`src/rtl/tccc_pkg.sv`:
```
// shared types and constants for the text console cursor controller
// no dependencies; imported by every module of the block
package tccc_pkg;

  localparam int TAB_SPACES = 4;
  localparam int CNT_W      = $clog2(TAB_SPACES + 1);
  localparam int Q_DEPTH    = 4;
  localparam int Q_AW       = $clog2(Q_DEPTH);

  localparam logic [7:0] CH_NL    = 8'd10;
  localparam logic [7:0] CH_CR    = 8'd13;
  localparam logic [7:0] CH_BS    = 8'd8;
  localparam logic [7:0] CH_TAB   = 8'd9;
  localparam logic [7:0] CH_SPACE = 8'd32;

  localparam logic [7:0] COLS_RST = 8'd80;
  localparam logic [7:0] ROWS_RST = 8'd25;

  localparam int CFG_IDX_W = 1;
  localparam logic [CFG_IDX_W-1:0] REG_COLS = 1'b0;
  localparam logic [CFG_IDX_W-1:0] REG_ROWS = 1'b1;

  typedef enum logic [1:0] {
    OP_PRINT,
    OP_NL,
    OP_CR,
    OP_BS
  } op_kind_t;

  typedef enum logic {
    CMD_DRAW   = 1'b0,
    CMD_SCROLL = 1'b1
  } cmd_t;

  // one classified request as it waits in the queue
  typedef struct packed {
    op_kind_t         kind;
    logic [7:0]       glyph;
    logic [CNT_W-1:0] cells;
  } op_t;

  typedef struct packed {
    logic [7:0] cols;
    logic [7:0] rows;
  } geom_t;

  typedef struct packed {
    cmd_t        command;
    logic [7:0]  glyph_code;
    logic [7:0]  cell_column;
    logic [7:0]  cell_row;
    logic [11:0] pixel_x;
    logic [12:0] pixel_y;
    logic        last_of_run;
  } cmd_word_t;

endpackage

```
`src/rtl/tccc_if.sv`:
```
// channel interfaces: character input and cell command output
// standalone; no package needed
interface tccc_in_if;
  logic       valid;
  logic       ready;
  logic [7:0] char_code;

  modport source (output valid, output char_code, input ready);
  modport sink (input valid, input char_code, output ready);
endinterface

interface tccc_out_if;
  logic        valid;
  logic        ready;
  logic        command;
  logic [7:0]  glyph_code;
  logic [7:0]  cell_column;
  logic [7:0]  cell_row;
  logic [11:0] pixel_x;
  logic [12:0] pixel_y;
  logic        last_of_run;

  modport source (output valid, output command, output glyph_code, output cell_column,
                  output cell_row, output pixel_x, output pixel_y, output last_of_run,
                  input ready);
  modport sink (input valid, input command, input glyph_code, input cell_column,
                input cell_row, input pixel_x, input pixel_y, input last_of_run,
                output ready);
endinterface

```
`src/rtl/text_console_cursor_controller.sv`:
```
// accepted characters enter the op queue; the back end registers their commands
// throughput: one command per cycle from the back end while the output can take it;
// one command per one-cell character, TAB_SPACES per tab, one more if a wrap scrolls
// a 4-entry op queue lets input requests keep arriving while a tab run drains
// reset: cursor at column 0 row 0, 80 columns, 25 rows, queue and output empty
module text_console_cursor_controller (
  input  logic                             clk,
  input  logic                             rst_n,
  tccc_in_if.sink                          in_ch,
  tccc_out_if.source                       out_ch,
  input  logic                             cfg_we,
  input  logic [tccc_pkg::CFG_IDX_W-1:0]   cfg_index,
  input  logic [7:0]                       cfg_wdata
);
  import tccc_pkg::*;

  geom_t geom_r, geom_nxt;
  logic  push, pop, q_valid, q_full;
  op_t   push_op, head;

  always_comb begin
    geom_nxt = geom_r;
    if (cfg_we) begin
      case (cfg_index)
        REG_COLS: geom_nxt.cols = cfg_wdata;
        REG_ROWS: geom_nxt.rows = cfg_wdata;
        default: ;
      endcase
    end
  end

  always_ff @(posedge clk) begin
    if (!rst_n) begin
      geom_r.cols <= COLS_RST;
      geom_r.rows <= ROWS_RST;
    end else begin
      geom_r <= geom_nxt;
    end
  end

  tccc_front u_front (
    .in_ch   (in_ch),
    .q_full  (q_full),
    .push    (push),
    .push_op (push_op)
  );

  tccc_fifo u_fifo (
    .clk     (clk),
    .rst_n   (rst_n),
    .push    (push),
    .push_op (push_op),
    .pop     (pop),
    .q_valid (q_valid),
    .q_full  (q_full),
    .head    (head)
  );

  tccc_back u_back (
    .clk     (clk),
    .rst_n   (rst_n),
    .geom    (geom_r),
    .q_valid (q_valid),
    .head    (head),
    .pop     (pop),
    .out_ch  (out_ch)
  );

endmodule

```
`src/rtl/tccc_front.sv`:
```
// front end: accepts character requests and classifies them into queue ops
// depends on tccc_pkg and tccc_in_if
module tccc_front (
  tccc_in_if.sink        in_ch,
  input  logic           q_full,
  output logic           push,
  output tccc_pkg::op_t  push_op
);
  import tccc_pkg::*;

  assign in_ch.ready = !q_full;
  assign push        = in_ch.valid && !q_full;

  always_comb begin
    push_op.kind  = OP_PRINT;
    push_op.glyph = in_ch.char_code;
    push_op.cells = CNT_W'(1);
    case (in_ch.char_code)
      CH_NL: push_op.kind = OP_NL;
      CH_CR: push_op.kind = OP_CR;
      CH_BS: push_op.kind = OP_BS;
      CH_TAB: begin
        // a tab is a run of space cells
        push_op.glyph = CH_SPACE;
        push_op.cells = CNT_W'(TAB_SPACES);
      end
      default: ;
    endcase
  end

endmodule

```
`src/rtl/tccc_fifo.sv`:
```
// short op queue between the front end and the back end
// depends on tccc_pkg
module tccc_fifo (
  input  logic           clk,
  input  logic           rst_n,
  input  logic           push,
  input  tccc_pkg::op_t  push_op,
  input  logic           pop,
  output logic           q_valid,
  output logic           q_full,
  output tccc_pkg::op_t  head
);
  import tccc_pkg::*;

  op_t           mem_r [Q_DEPTH];
  logic [Q_AW-1:0] wr_ptr_r, wr_ptr_nxt;
  logic [Q_AW-1:0] rd_ptr_r, rd_ptr_nxt;
  logic [Q_AW:0]   count_r, count_nxt;

  assign q_valid = (count_r != '0);
  assign q_full  = (count_r == (Q_AW+1)'(Q_DEPTH));
  assign head    = mem_r[rd_ptr_r];

  always_comb begin
    wr_ptr_nxt = push ? wr_ptr_r + Q_AW'(1) : wr_ptr_r;
    rd_ptr_nxt = pop ? rd_ptr_r + Q_AW'(1) : rd_ptr_r;
    count_nxt  = count_r + (Q_AW+1)'(push) - (Q_AW+1)'(pop);
  end

  always_ff @(posedge clk) begin
    if (!rst_n) begin
      wr_ptr_r <= '0;
      rd_ptr_r <= '0;
      count_r  <= '0;
    end else begin
      wr_ptr_r <= wr_ptr_nxt;
      rd_ptr_r <= rd_ptr_nxt;
      count_r  <= count_nxt;
    end
  end

  always_ff @(posedge clk) begin
    if (push) begin
      mem_r[wr_ptr_r] <= push_op;
    end
  end

endmodule

```
`src/rtl/tccc_back.sv`:
```
// back end: owns the cursor, expands ops into cell commands, output register
// depends on tccc_pkg and tccc_out_if
module tccc_back (
  input  logic            clk,
  input  logic            rst_n,
  input  tccc_pkg::geom_t geom,
  input  logic            q_valid,
  input  tccc_pkg::op_t   head,
  output logic            pop,
  tccc_out_if.source      out_ch
);
  import tccc_pkg::*;

  logic [7:0]       col_r, col_nxt;
  logic [7:0]       row_r, row_nxt;
  logic             scroll_pend_r, scroll_pend_nxt;
  logic [CNT_W-1:0] left_r, left_nxt;
  logic [7:0]       glyph_r, glyph_nxt;
  logic             out_valid_r;
  cmd_word_t        out_r, out_nxt;

  logic             can_emit;
  logic [7:0]       cols_eff, rows_eff;
  logic [7:0]       pr_glyph;
  logic [CNT_W-1:0] pr_cells, cells_after;
  logic [8:0]       col_inc, row_inc;
  logic             wrap, nl_scroll;
  logic [7:0]       nl_row;
  logic             emit;
  cmd_t             em_cmd;
  logic [7:0]       em_glyph, em_col, em_row;
  logic             em_last;

  assign can_emit = !out_valid_r || out_ch.ready;
  assign cols_eff = (geom.cols == 8'd0) ? 8'd1 : geom.cols;
  assign rows_eff = (geom.rows == 8'd0) ? 8'd1 : geom.rows;

  // a run in progress takes priority over the queue head
  assign pr_glyph    = (left_r != '0) ? glyph_r : head.glyph;
  assign pr_cells    = (left_r != '0) ? left_r : head.cells;
  assign cells_after = pr_cells - CNT_W'(1);

  assign col_inc   = {1'b0, col_r} + 9'd1;
  assign wrap      = (col_inc >= {1'b0, cols_eff});
  assign row_inc   = {1'b0, row_r} + 9'd1;
  assign nl_scroll = (row_inc >= {1'b0, rows_eff});
  assign nl_row    = nl_scroll ? (rows_eff - 8'd1) : row_inc[7:0];

  always_comb begin
    col_nxt         = col_r;
    row_nxt         = row_r;
    scroll_pend_nxt = scroll_pend_r;
    left_nxt        = left_r;
    glyph_nxt       = glyph_r;
    pop             = 1'b0;
    emit            = 1'b0;
    em_cmd          = CMD_DRAW;
    em_glyph        = 8'd0;
    em_col          = 8'd0;
    em_row          = 8'd0;
    em_last         = 1'b0;
    if (can_emit) begin
      if (scroll_pend_r) begin
        emit            = 1'b1;
        em_cmd          = CMD_SCROLL;
        em_last         = (left_r == '0);
        scroll_pend_nxt = 1'b0;
      end else if (left_r != '0 || (q_valid && head.kind == OP_PRINT)) begin
        pop       = (left_r == '0);
        emit      = 1'b1;
        em_glyph  = pr_glyph;
        em_col    = col_r;
        em_row    = row_r;
        left_nxt  = cells_after;
        glyph_nxt = pr_glyph;
        if (wrap) begin
          col_nxt         = 8'd0;
          row_nxt         = nl_row;
          scroll_pend_nxt = nl_scroll;
        end else begin
          col_nxt = col_inc[7:0];
        end
        em_last = (cells_after == '0) && !(wrap && nl_scroll);
      end else if (q_valid) begin
        pop = 1'b1;
        case (head.kind)
          OP_NL: begin
            col_nxt = 8'd0;
            row_nxt = nl_row;
            if (nl_scroll) begin
              emit    = 1'b1;
              em_cmd  = CMD_SCROLL;
              em_last = 1'b1;
            end
          end
          OP_CR: col_nxt = 8'd0;
          OP_BS: begin
            if (col_r != 8'd0) begin
              col_nxt  = col_r - 8'd1;
              emit     = 1'b1;
              em_glyph = CH_SPACE;
              em_col   = col_r - 8'd1;
              em_row   = row_r;
              em_last  = 1'b1;
            end
          end
          default: ;
        endcase
      end
    end
  end

  // pixel origin: col*12+1 and row*18+2, zero on scroll
  always_comb begin
    out_nxt.command     = em_cmd;
    out_nxt.glyph_code  = em_glyph;
    out_nxt.cell_column = em_col;
    out_nxt.cell_row    = em_row;
    out_nxt.last_of_run = em_last;
    if (em_cmd == CMD_SCROLL) begin
      out_nxt.pixel_x = 12'd0;
      out_nxt.pixel_y = 13'd0;
    end else begin
      out_nxt.pixel_x = ({4'd0, em_col} << 3) + ({4'd0, em_col} << 2) + 12'd1;
      out_nxt.pixel_y = ({5'd0, em_row} << 4) + ({5'd0, em_row} << 1) + 13'd2;
    end
  end

  always_ff @(posedge clk) begin
    if (!rst_n) begin
      col_r         <= 8'd0;
      row_r         <= 8'd0;
      scroll_pend_r <= 1'b0;
      left_r        <= '0;
      out_valid_r   <= 1'b0;
    end else begin
      col_r         <= col_nxt;
      row_r         <= row_nxt;
      scroll_pend_r <= scroll_pend_nxt;
      left_r        <= left_nxt;
      if (emit) begin
        out_valid_r <= 1'b1;
      end else if (out_ch.ready) begin
        out_valid_r <= 1'b0;
      end
    end
  end

  always_ff @(posedge clk) begin
    glyph_r <= glyph_nxt;
    if (emit) begin
      out_r <= out_nxt;
    end
  end

  assign out_ch.valid       = out_valid_r;
  assign out_ch.command     = out_r.command;
  assign out_ch.glyph_code  = out_r.glyph_code;
  assign out_ch.cell_column = out_r.cell_column;
  assign out_ch.cell_row    = out_r.cell_row;
  assign out_ch.pixel_x     = out_r.pixel_x;
  assign out_ch.pixel_y     = out_r.pixel_y;
  assign out_ch.last_of_run = out_r.last_of_run;

endmodule
```
`src/flat_wrapper.sv`:
```
// flat-port wrapper written by rule: the top's interface ports become plain ports
module text_console_cursor_controller_flat import tccc_pkg::*;
  (clk, rst_n, cfg_we, cfg_index, cfg_wdata, in_ch_valid, in_ch_char_code, in_ch_ready, out_ch_valid, out_ch_command, out_ch_glyph_code, out_ch_cell_column, out_ch_cell_row, out_ch_pixel_x, out_ch_pixel_y, out_ch_last_of_run, out_ch_ready);
  tccc_in_if in_ch_i ();
  tccc_out_if out_ch_i ();
  input  logic clk;
  input  logic rst_n;
  input  logic cfg_we;
  input  logic [tccc_pkg::CFG_IDX_W-1:0] cfg_index;
  input  logic [7:0] cfg_wdata;
  input wire logic [$bits(in_ch_i.valid)-1:0] in_ch_valid;
  input wire logic [$bits(in_ch_i.char_code)-1:0] in_ch_char_code;
  output wire logic [$bits(in_ch_i.ready)-1:0] in_ch_ready;
  output wire logic [$bits(out_ch_i.valid)-1:0] out_ch_valid;
  output wire logic [$bits(out_ch_i.command)-1:0] out_ch_command;
  output wire logic [$bits(out_ch_i.glyph_code)-1:0] out_ch_glyph_code;
  output wire logic [$bits(out_ch_i.cell_column)-1:0] out_ch_cell_column;
  output wire logic [$bits(out_ch_i.cell_row)-1:0] out_ch_cell_row;
  output wire logic [$bits(out_ch_i.pixel_x)-1:0] out_ch_pixel_x;
  output wire logic [$bits(out_ch_i.pixel_y)-1:0] out_ch_pixel_y;
  output wire logic [$bits(out_ch_i.last_of_run)-1:0] out_ch_last_of_run;
  input wire logic [$bits(out_ch_i.ready)-1:0] out_ch_ready;
  assign in_ch_i.valid = in_ch_valid;
  assign in_ch_i.char_code = in_ch_char_code;
  assign in_ch_ready = in_ch_i.ready;
  assign out_ch_valid = out_ch_i.valid;
  assign out_ch_command = out_ch_i.command;
  assign out_ch_glyph_code = out_ch_i.glyph_code;
  assign out_ch_cell_column = out_ch_i.cell_column;
  assign out_ch_cell_row = out_ch_i.cell_row;
  assign out_ch_pixel_x = out_ch_i.pixel_x;
  assign out_ch_pixel_y = out_ch_i.pixel_y;
  assign out_ch_last_of_run = out_ch_i.last_of_run;
  assign out_ch_i.ready = out_ch_ready;
  text_console_cursor_controller u_core (.clk(clk), .rst_n(rst_n), .in_ch(in_ch_i), .out_ch(out_ch_i), .cfg_we(cfg_we), .cfg_index(cfg_index), .cfg_wdata(cfg_wdata));
endmodule
```
`config.mk`:
```
export PLATFORM = sky130hd
export DESIGN_NAME = text_console_cursor_controller_flat
export DESIGN_NICKNAME = d
export VERILOG_FILES = /design/src/rtl/tccc_pkg.sv /design/src/rtl/tccc_if.sv /design/src/rtl/text_console_cursor_controller.sv /design/src/rtl/tccc_front.sv /design/src/rtl/tccc_fifo.sv /design/src/rtl/tccc_back.sv /design/src/flat_wrapper.sv
export SDC_FILE = /design/constraint.sdc
export NUM_CORES = 1
export LEC_CHECK = 0
export BUFFER_PORTS_ARGS = -buffer_cell sky130_fd_sc_hd__buf_4
export CAP_MARGIN = 20
export CORE_AREA = 8 8 142 144
export CTS_CLUSTER_SIZE = 25
export DETAILED_ROUTE_END_ITERATION = 7
export DIE_AREA = 0 0 150 152
export GPL_TIMING_DRIVEN = 0
export PLACE_DENSITY = 0.64
export SLEW_MARGIN = 20
export SYNTH_ARGS = -nofsm -noshare
export SYNTH_HDL_FRONTEND = slang
export SYNTH_SLANG_ARGS = --single-unit
```
`constraint.sdc`:
```
create_clock -name clk -period 7.65 [get_ports clk]
set_input_delay 0.765 -clock clk [delete_from_list [all_inputs] [get_ports clk]]
set_output_delay 0.765 -clock clk [all_outputs]
set_load 0.03 [all_outputs]
```
# Word level (Yosys, flattened, before mapping)
# Memory sizes are Yosys's and may differ from the RTL's. A register that Yosys moved wholly into a read port is not among the register bits.
# Index checks and enable logic that the tools add are counted.
# op_classes
add_sub_neg,13
multipliers,0
n_div,0
magnitude_cmp,2
n_eq_ne,10
n_shift,0
mux,59
n_bitwise,3
n_reduce_logical,28
# op_table
op,n
two-way mux 8 bit,25
"equality test 8 x 4 -> 1 bit, second input constant",4
two-way mux 1 bit,24
"adder 8 x 1 -> 9 bit, second input constant",2
greater-or-equal comparator 9 x 8 -> 1 bit,2
two-way mux 6 bit,3
logical NOT 8 bit,2
one-hot mux 8 bit (2 select lines),1
"subtractor 8 x 1 -> 8 bit, second input constant",2
adder 12 x 9 -> 13 bit,1
"adder 13 x 2 -> 13 bit, second input constant",1
adder 11 x 10 -> 12 bit,1
"adder 12 x 1 -> 12 bit, second input constant",1
two-way mux 11 bit,1
AND reduction 5 bit,2
nonzero test 3 bit,3
nonzero test 8 bit,1
logical NOT 3 bit,2
one-hot mux 2 bit (3 select lines),1
nonzero test 2 bit,3
"adder 2 x 1 -> 2 bit, second input constant",2
"equality test 2 bit, second input constant",2
logical AND 1 bit,4
two-way mux 2 bit,2
16 further kinds,23
# word_totals
register_bits,103
latch_bits,0
mem_bits_rw,52
rom_bits,0
inputBits,22
output_inout_bits,53
word_cells,134
mem_count,1
# mem_list
name,words,width,read_ports,rd_ports_with_merged_regs,write_ports,line,rtl
u_core.u_fifo.mem_r,4,13,1,1,1,tccc_fifo.sv:15,op_t mem_r [Q_DEPTH];

# Longest topological paths before layout
# Gate-level depths: netlist of run 1.
# logic_depth
ltp_word,10
depth_mapped,21
depth_no_buf,19

# Modules after synthesis
# A second synthesis of run 1 with hierarchy kept.
# unflattened
hier_cells,729
area_unflattened_um2,8230.4
# by_module_without_submodules
module,instances,cells_per_inst,area_per_inst_um2,seq_area_each_um2
tccc_back,1,533,5121.2,2132.0
tccc_fifo,1,109,2319.7,1741.7
text_console_cursor_controller,1,66,633.1,320.3
tccc_front,1,21,156.4,0.0

# Least setup slack after synthesis of run 1
# OpenSTA, ideal clock, no wires.
# synth_path
path_kind,register to register
from,register u_core.u_back.row_r[0]
to,register u_core.u_back.out_r (netlist bit u_core.u_back.out_ch.cell_column[0]) (enable)
arrival_ns,4.724
required_ns,7.178
setup_slack_ns,2.455
path_stages_with_launch,12
path_buffers,0
cell_sequence,dfxtp_1 > ha_1 > nand4_1 > or2_2 > xnor2_1 > ha_1 > o2111a_1 > and2_1 > nor3_4 > a21oi_1 > nor2_1 > a21oi_1
# synth_via
elab_chain_len,8
# synth_rtl
item,line,rtl
from (decl),tccc_back.sv:15,"logic [7:0] row_r, row_nxt;"
from (signal assigned),tccc_back.sv:138,row_r <= row_nxt;
adder 8 x 1 -> 9 bit,tccc_back.sv:45,"assign row_inc = {1'b0, row_r} + 9'd1;"
greater-or-equal comparator 9 x 8 -> 1 bit,tccc_back.sv:46,"assign nl_scroll = (row_inc >= {1'b0, rows_eff});"
two-way mux 1 bit,tccc_back.sv:90,if (nl_scroll) begin
one-hot mux 1 bit (2 select lines),tccc_back.sv:86,case (head.kind)
two-way mux 1 bit,tccc_back.sv:84,end else if (q_valid) begin
two-way mux 1 bit,tccc_back.sv:68,end else if (left_r != '0 || (q_valid && head.kind == OP_PRINT)) begin
two-way mux 1 bit,tccc_back.sv:63,if (scroll_pend_r) begin
two-way mux 1 bit,tccc_back.sv:62,if (can_emit) begin
via u_core.u_back.emit,tccc_back.sv:29,logic emit;
to (signal assigned),tccc_back.sv:152,out_r <= out_nxt;
to (decl),tccc_back.sv:20,"cmd_word_t out_r, out_nxt;"
# The timed path passes the listed nets, and every way through them passes these cells.
# A chain may end at the register's enable or synchronous reset.

==> results.md, run 1 <==
- For the pin with the worst max-slew slack, the measured transition is 0.8945 ns.
- STA classifies the critical path endpoint as a flip-flop.
- The slowest stage of the critical path is the sky130_fd_sc_hd__clkbuf_1 cell.
- Per report_power, the combinational group accounts for between 40 and 50% of the total.
- The post-cts sizing count is 0.
- Routability-driven placement finished with a final weighted congestion of 0.8621.
- The share of the Yosys chip area taken by registers is 51.66%.
- Relative to the synthesized area, the layout overhead comes to 18.21%.
- The first global-routing pass estimated 28150 microns of wire.
- The routed wire length per instance is 16.34 microns.
- The maximum net fanout on the critical path is 17.
- The routed via count is 5823.
- The count of nets left with antenna violations once routing finished came out at 0.
- The overall power after layout is ~3.7 mW.
- Entering global routing, the biggest net connects 24 pins.
- Headroom to the max-slew limit came out at 40.37%.
- Setup repair after global routing left no endpoint under its margin.
- After global routing the overflow that remains totals 0.
- The count of nets after finishing is ~900.
- The violation count after the first detailed-routing iteration is between 300 and 400.
- The final max-slew violation count was 0.
- Once the floorplan was initialized, standard cells occupied 44.36% of the core.
- TritonCTS built the clock tree.
- The share of async-settable or async-resettable flops after synthesis is 0%.
- The initial antenna violation count came to 0.
- The run finished with clean final reports.
- The DRC violation count after routing is 0.
- At the worst endpoint, the required time is 7.82 ns.
- The number of global-route vias before repair is 5442.
- The class of the tightest hold or removal check is flip-flop to flip-flop.
- The number of cells on the worst reg-to-reg path is 21.
- Net switching is about two fifths of the power.
- The maximum buffer depth of the clock tree is 2.
- The core region area is 0.01778 sq mm.
- The number of buffers inserted for hold repair after clock tree synthesis is 0.
- Data on the critical path arrives at its endpoint at 5.39 ns.
- The row count is 49.
- The final worst-path cycle share is between 60% and 70%.
- The number of buffers added by the clock tree synthesis step is 17.
- After detailed routing, the number of vias per cell comes to 5.422.
- The clock sink count is 151.
- The count of max-cap constraint violations is 0.
- The smallest clock period supported by the final layout is computed as 5.227 ns.
- The total routed wirelength is 17550 microns.
- The clock-pin slew reported for the worst setup and hold paths after clock tree synthesis is 0.06 ns.
- The startpoint kind of the worst setup timing path is a flip-flop.
- Among all flip-flop cells after synthesis, the most frequent one is sky130_fd_sc_hd__edfxtp_1.
- In this run, distinct cell masters in the synthesized netlist total 70.
- The total inserted antenna cells is 0.
- Clock latency on the worst-skew pair, taken at its later pin, is between 0.4 and 0.5 ns.
- The final setup skew is 0.007452 ns.
- In the final layout, the share of cells above drive strength 1 is 16.69%.
- The kind of critical path is flip-flop to flip-flop.
- In this run the power spent charging and discharging nets is 1.484 mW.
- The HPWL after detailed placement is roughly 13000 microns.
- The number of buffers inserted to repair setup after CTS is 0.
- The number of instances in the synthesized netlist is 739.
- The maximum level of the CTS H-tree is 4.
- On the worst path, the slowest cell contributes a delay of 0.68 ns.
- The synthesis warning total is 0.
- Counting flops and latches in the post-synthesis netlist gives 151.
- The leakage component of the power is 3.673 nW.
- Adding up every negative setup slack in the final design gives 0 ns.
- The final-report hold violation count came to 0.
- During I/O placement, the number of pins put on the boundary was 75.
- The tree is rooted in a sky130_fd_sc_hd__clkbuf_16.
- The clock network burns 21.3% of the power.
- Along the worst hold path, the cell count comes to 2.
- Setup violations remaining at the end of the flow were counted as 0.
- The critical path goes through buf_2 > mux4_2 > inv_1 > ha_1 > o31ai_1 > nand2_1 > nand2_1 > inv_1 > clkbuf_1 > nand2_1 > o21a_1 > inv_2 > ha_1 > inv_1 > fa_1 > nor2b_1 > o21ai_0 > a21oi_1 > o21a_1 > or3_1 > a21oi_1.
- The number of enable-type register cells in the synthesized netlist is 105.
- The quantity of I/O buffers inserted on ports is 71.
- The die span in y is 152 microns.
- In this run the horizontal extent of the chip is 150 microns.
- In this run the mean area of a mapped cell was 10.67 sq um.
- The die covers 0.02280 sq mm.
- The maximum achievable frequency is about 0.19 GHz.
- After synthesis the cells add up to 0.007886 sq mm.
- The cell-internal power is 2.230 mW.
- In this run the power density over the cells is 398.4 mW/mm^2.
- The most frequent standard cell in the layout excluding fill and tap cells is sky130_fd_sc_hd__edfxtp_1.
- The part of the power in registers is 34.9%.
- Before antenna repair, the detailed router went through 5 iterations.
- The peak ir drop on the vdd network is approximately 0.22 mV.
- Global routing used 15.33% of the available tracks across all layers.
- In the layout the commonest cells are sky130_fd_sc_hd__edfxtp_1, sky130_fd_sc_hd__nand2_1, sky130_fd_sc_hd__buf_4.
-- synthesized netlist by cell type, drive strengths merged, types with 2 or more instances --
library cell	n	area [sq um]
and3	8	50.05
o31ai	4	30.03
nand2b	5	31.28
nand2	101	379.1
a211oi	3	27.52
or3	7	43.79
o21a	8	60.06
and2	15	93.84
fa	2	40.04
o211ai	12	95.09
mux2i	4	40.04
dfxtp	46	920.9
ha	46	575.6
nor3	21	116.4
or2	2	12.52
nor2	42	157.7
edfxtp	105	3153
a21o	6	45.04
inv	44	165.2
xor2	14	122.6
nor2b	6	37.54
o21ai	31	155.1
o32a	3	30.03
nand4	3	18.77
nand3	16	80.08
o22ai	5	31.28
or4	2	15.01
a21boi	3	22.52
a21oi	61	305.3
a31oi	7	43.79
nor4	6	58.80
a211o	3	26.28
clkbuf	24	90.09
and4	2	17.52
buf	14	86.33
o32ai	4	50.05
mux4	12	270.3
xnor2	23	201.4
-- sequential cells by signal, indices dropped and copies added, names as in the netlist, 3 cells and up, named ones only --
name                              flops
u_core.u_fifo.mem_r                  48
u_core.geom_r                        16
u_core.u_back.out_ch.pixel_y         12
u_core.u_back.out_ch.pixel_x         11
u_core.u_back.col_r                   8
u_core.u_back.glyph_r                 8
u_core.u_back.out_ch.cell_column      8
u_core.u_back.out_ch.cell_row         8
u_core.u_back.out_ch.glyph_code       8
u_core.u_back.row_r                   8
u_core.u_back.left_r                  3
u_core.u_fifo.count_r                 3
-- worst paths after layout --
path	start	endpoint	slack [ns]
worst max-delay path	flip-flop	u_core.u_back.out_ch.pixel_x[9]$_SDFFCE_PP0P_	2.42
worst min-delay path	u_core.geom_r[9]$_SDFFE_PN0P_	u_core.geom_r[9]$_SDFFE_PN0P_	0.46
worst max register to register	flip-flop	u_core.u_back.out_ch.pixel_x[9]$_SDFFCE_PP0P_	2.42
worst min register to register	u_core.geom_r[9]$_SDFFE_PN0P_	u_core.geom_r[9]$_SDFFE_PN0P_	0.46
-- routing by layer --
layer	GRT usage, %	up-vias	share of wire, %
li1	-	2878	-
met1	20.49	2771	46
met2	24.27	159	47
met3	3.683	15	6.0
met4	4.190	0	1.0
met5	0	-	0
-- through the flow --
step	cell area [sq um]	hold slack, ns	std cells	setup slack [ns]	util, %
3_3_place_gp	8710	0.4442	1040	0.9840	48.99
6_report	9323	0.4577	1074	2.423	52.43
3_5_place_dp	8763	0.4507	1042	2.367	49.29
2_1_floorplan	7890	0.4363	740	2.455	-
5_1_grt	9323	0.4909	1074	1.993	52.43
4_1_cts	9323	0.4590	1074	2.371	52.43
-- critical path, delay by kind of cell, from the launching register on --
kind	cells	cell delay (ns)
buf+inv	6	1.40
fa+ha+maj	3	0.82
flops	1	0.40
simple gates	5	0.82
compound gates	6	0.93
mux	1	0.60
-- kinds of logic (layout without fill, tap and decap cells) --
family	count (synthesis)	after routing	synth area share, %
compound gates	165	165	13.53
other cells	1	2	0.04755
xor+xnor	37	37	4.109
fa+ha+maj	48	48	7.806
buf+inv	82	187	4.331
mux	16	16	3.935
simple gates	239	239	14.58
flops	151	151	51.66
-- power by group through the flow --
stage	clock network (mW)	registers (mW)	logic, mW
3_5_place_dp	0	1.31	1.64
2_1_floorplan	0	1.58	0.840
5_1_grt	0.841	1.32	1.78
4_1_cts	0.806	1.30	1.64
3_3_place_gp	0	1.34	1.56
6_report	0.791	1.29	1.63
-- cell type report --
class | instances | area [sq um]
buffer | 38 | 176.4
clock buffer | 19 | 432.9
clock inverter | 13 | 126.4
fill | 1640 | 8457
inverter | 44 | 165.2
multi-input combinational | 507 | 3486
sequential | 151 | 4074
tap | 229 | 286.5
timing repair buffer | 73 | 575.6
Note: power is estimated with default switching activity, not from simulation.
==> run 2, diff against run 1 <==
==> constraint.sdc (replaced) <==
create_clock -name clk -period 5.5 [get_ports clk]
set_input_delay 0.55 -clock clk [delete_from_list [all_inputs] [get_ports clk]]
set_output_delay 0.55 -clock clk [all_outputs]
set_load 0.03 [all_outputs]
==> results.md, run 2 (synthesis gave the netlist of run 1 again) <==
- Headroom to the max-slew limit came out at approximately 44%.
- Measured on the finished design, the core utilization comes to 52.41%.
- The number of buffers added by the clock tree synthesis step is 17.
- The startpoint kind of the worst setup timing path is a flip-flop.
- The maximum level of the CTS H-tree is 4.
- The final-layout setup total negative slack is 0 ns.
- The final max-slew violation count came to 0.
- The initial antenna violation count is 0.
- The first global-routing pass estimated approximately 28000 microns of wire.
- Counting flops per register, the top entry is u_core.u_fifo.mem_r.
- The root buffer cell is sky130_fd_sc_hd__clkbuf_16.
- The routed wire length per instance is about 16 microns.
- Setup violations remaining at the end of the flow were counted as 0.
- The cell area after placement is 0.008763 sq mm.
- The number of cells after detailed placement is around 1000.
- The most frequent standard cell in the layout excluding fill and tap cells is sky130_fd_sc_hd__edfxtp_1.
- The transition at the pin with the smallest max-transition slack is between 0.8 and 0.9 ns.
- The core region area is 0.01778 sq mm.
- Wires add up to approximately 18000 microns.
- The sequential cells in the finished layout cover a total of ~0.004 sq mm.
- Setup repair after global routing left no endpoint under its margin.
- The final-report hold violation count came to 0.
- The total routing usage reported by global routing is 15.33%.
- The count of nets after finishing is 901.
- The die is ~150 microns tall.
- Entering global routing, the biggest net connects 24 pins.
- The number of flip-flops under the largest register name is 48.
- The total half-perimeter wirelength after legalization and detailed placement is 13060 microns.
- The ratio of cells with drive above 1 in the final layout is 16.71%.
- Based on the critical path, the design can be clocked at up to 0.2011 GHz.
- The clock drives 151 sinks.
- The time the final worst path needs with I/O delays and setup is 4.972 ns.
- The post-placement worst setup slack is 0.2166 ns.
- TritonCTS built the clock tree.
- The proportion of power drawn by combinational gates is 43.8%.
- The proportion of total power due to net switching is 40.04%.
- Cell internal power was estimated by the tool at around 3.1 mW.
- Max-cap violations in this run came to 0.
- Detailed routing inserted a total of 5843 vias.
- Setup slack on the critical path of the routed design comes to 0.5279 ns.
- The starting density of the core is between 40% and 50%.
- The maximum net fanout on the critical path is 19.
- The final setup skew is 0.007897 ns.
- The detail route stage leaves a number of antenna-violating nets equal to 0.
- The area of the multi-input gates is 0.003486 sq mm.
- The library cells used most frequently in the layout, excluding fill and tap cells, are sky130_fd_sc_hd__edfxtp_1, sky130_fd_sc_hd__nand2_1, sky130_fd_sc_hd__buf_4.
- The post-cts sizing count is 0.
- The total inserted antenna cells is 0.
- The final worst-path cycle share is 90.40%.
- STA classifies the critical path endpoint as a flip-flop.
- The area overhead of the layout relative to synthesis is 18.17%.
- After clock tree synthesis, the clock-pin slew on the worst setup and hold paths is about 0.060 ns.
- The row count is 49.
- The maximum buffer depth of the clock tree is 2.
- Sequential cells burn between 30% and 40% of the power.
- After detailed routing, the number of vias per cell comes to 5.445.
- The flow ran to the end, and the final reports show no timing, DRC or antenna violations.
- The die area is 0.02280 sq mm.
- STA puts the critical path data arrival time at 5.14 ns.
- The required arrival time at the worst endpoint is 5.67 ns.
- The quantity of I/O buffers inserted on ports is a little over 70.
- The final cell count without fillers is 1073.
- The min-delay analysis places its worst path in the category primary input to flip-flop.
- The DRC violation count after routing is 0.
- The top-level port count is 75.
- The reported net switching power is ~2.1 mW.
- After global routing the overflow that remains totals 0.
- Dividing total power by cell area gives a power density of 554.5 mW/mm^2.
- The finished cells cover 0.009319 sq mm.
- The clock network fraction of total power is between 20% and 30%.
- After filler insertion, the fill cell instance count of the layout stands at 1638.
- The die is around 150 microns wide.
- The last weighted congestion value of the routability-driven placer is roughly 0.86.
- For this block, the initial DRC count from the detailed router was 420.
- The number of global-route vias before repair is ~5400.
- In this run the static leakage power is 3.672 nW.
- The peak ir drop on the vdd network is 0.3034 mV.
- The clock reaches the later pin of the worst-skew pair after 0.43 ns.
- The kind of critical path is flip-flop to flip-flop.
- The pre-antenna-repair detailed-routing pass consisted of 5 iterations.
-- run 2: cell types whose count changed in the layout (fill, tap and decap cells not counted), sizes merged --
cell    delta
clkbuf     -1
-- run 2: area by class of cell --
class | count | area share (%)
buffer | 37 | 1.853
clock buffer | 19 | 4.646
clock inverter | 13 | 1.356
inverter | 44 | 1.772
multi-input combinational | 507 | 37.41
sequential | 151 | 43.72
tap | 229 | 3.075
timing repair buffer | 73 | 6.176
-- run 2: power groups by stage --
| stage | Sequential (mW) | Clock [mW] | Combinational (mW) |
|---|---|---|---|
| after global placement | 1.86 | 0 | 2.17 |
| final | 1.80 | 1.10 | 2.26 |
| after floorplan | 2.20 | 0 | 1.17 |
| after CTS | 1.81 | 1.12 | 2.29 |
| after detailed placement | 1.83 | 0 | 2.28 |
| after global routing | 1.83 | 1.17 | 2.47 |
-- run 2: final timing paths --
check | startpoint | to | slack, ns | depth (start not counted)
setup reg to reg | flip-flop | u_core.u_back.out_ch.pixel_x[9]$_SDFFCE_PP0P_ | 0.53 | 19
hold / removal | cfg_wdata[0] | u_core.geom_r[0]$_SDFFE_PN1P_ | 0.36 | 3
hold reg to reg | u_core.geom_r[9]$_SDFFE_PN0P_ | u_core.geom_r[9]$_SDFFE_PN0P_ | 0.46 | 2
setup / recovery | flip-flop | u_core.u_back.out_ch.pixel_x[9]$_SDFFCE_PP0P_ | 0.53 | 19
-- run 2: worst max-delay path, stage by stage (launching register included) --
cell and delay (ns):
sky130_fd_sc_hd__dfxtp_1 0.40, sky130_fd_sc_hd__buf_2 0.37, sky130_fd_sc_hd__mux4_2 0.60, sky130_fd_sc_hd__inv_1 0.10, sky130_fd_sc_hd__ha_1 0.30, sky130_fd_sc_hd__o31ai_1 0.19, sky130_fd_sc_hd__nand2_1 0.34, sky130_fd_sc_hd__nand2_1 0.11
sky130_fd_sc_hd__inv_1 0.54, sky130_fd_sc_hd__nand2_1 0.11, sky130_fd_sc_hd__o21ai_1 0.19, sky130_fd_sc_hd__ha_1 0.22, sky130_fd_sc_hd__inv_1 0.05, sky130_fd_sc_hd__fa_1 0.37, sky130_fd_sc_hd__nor2b_1 0.15, sky130_fd_sc_hd__o21ai_0 0.12
sky130_fd_sc_hd__a21oi_1 0.23, sky130_fd_sc_hd__o21a_1 0.16, sky130_fd_sc_hd__or3_1 0.10, sky130_fd_sc_hd__a21oi_1 0.06
-- run 2: metal layers --
layer  share of wire [%]  track usage (%)
met3                 5.5            3.683
met5                   0                0
met1                  47            20.49
met4                 1.0            4.190
met2                  47            24.27
-- run 2: per-stage QoR --
stage                     total power [mW]  hold slack, ns
after floorplan                      3.364          0.4363
after global placement               4.031          0.4442
after detailed placement             4.107          0.4507
after CTS                            5.212          0.3581
after global routing                 5.473          0.3714
final                                5.168          0.3623
-- run 2: timing repair --
action / 4_1_cts / 5_1_grt
hold buffers: 0 / 0
hold endpoints to repair: 0 / 0
endpoints found under the setup margin: 0 / 3
setup buffers: 0 / 0
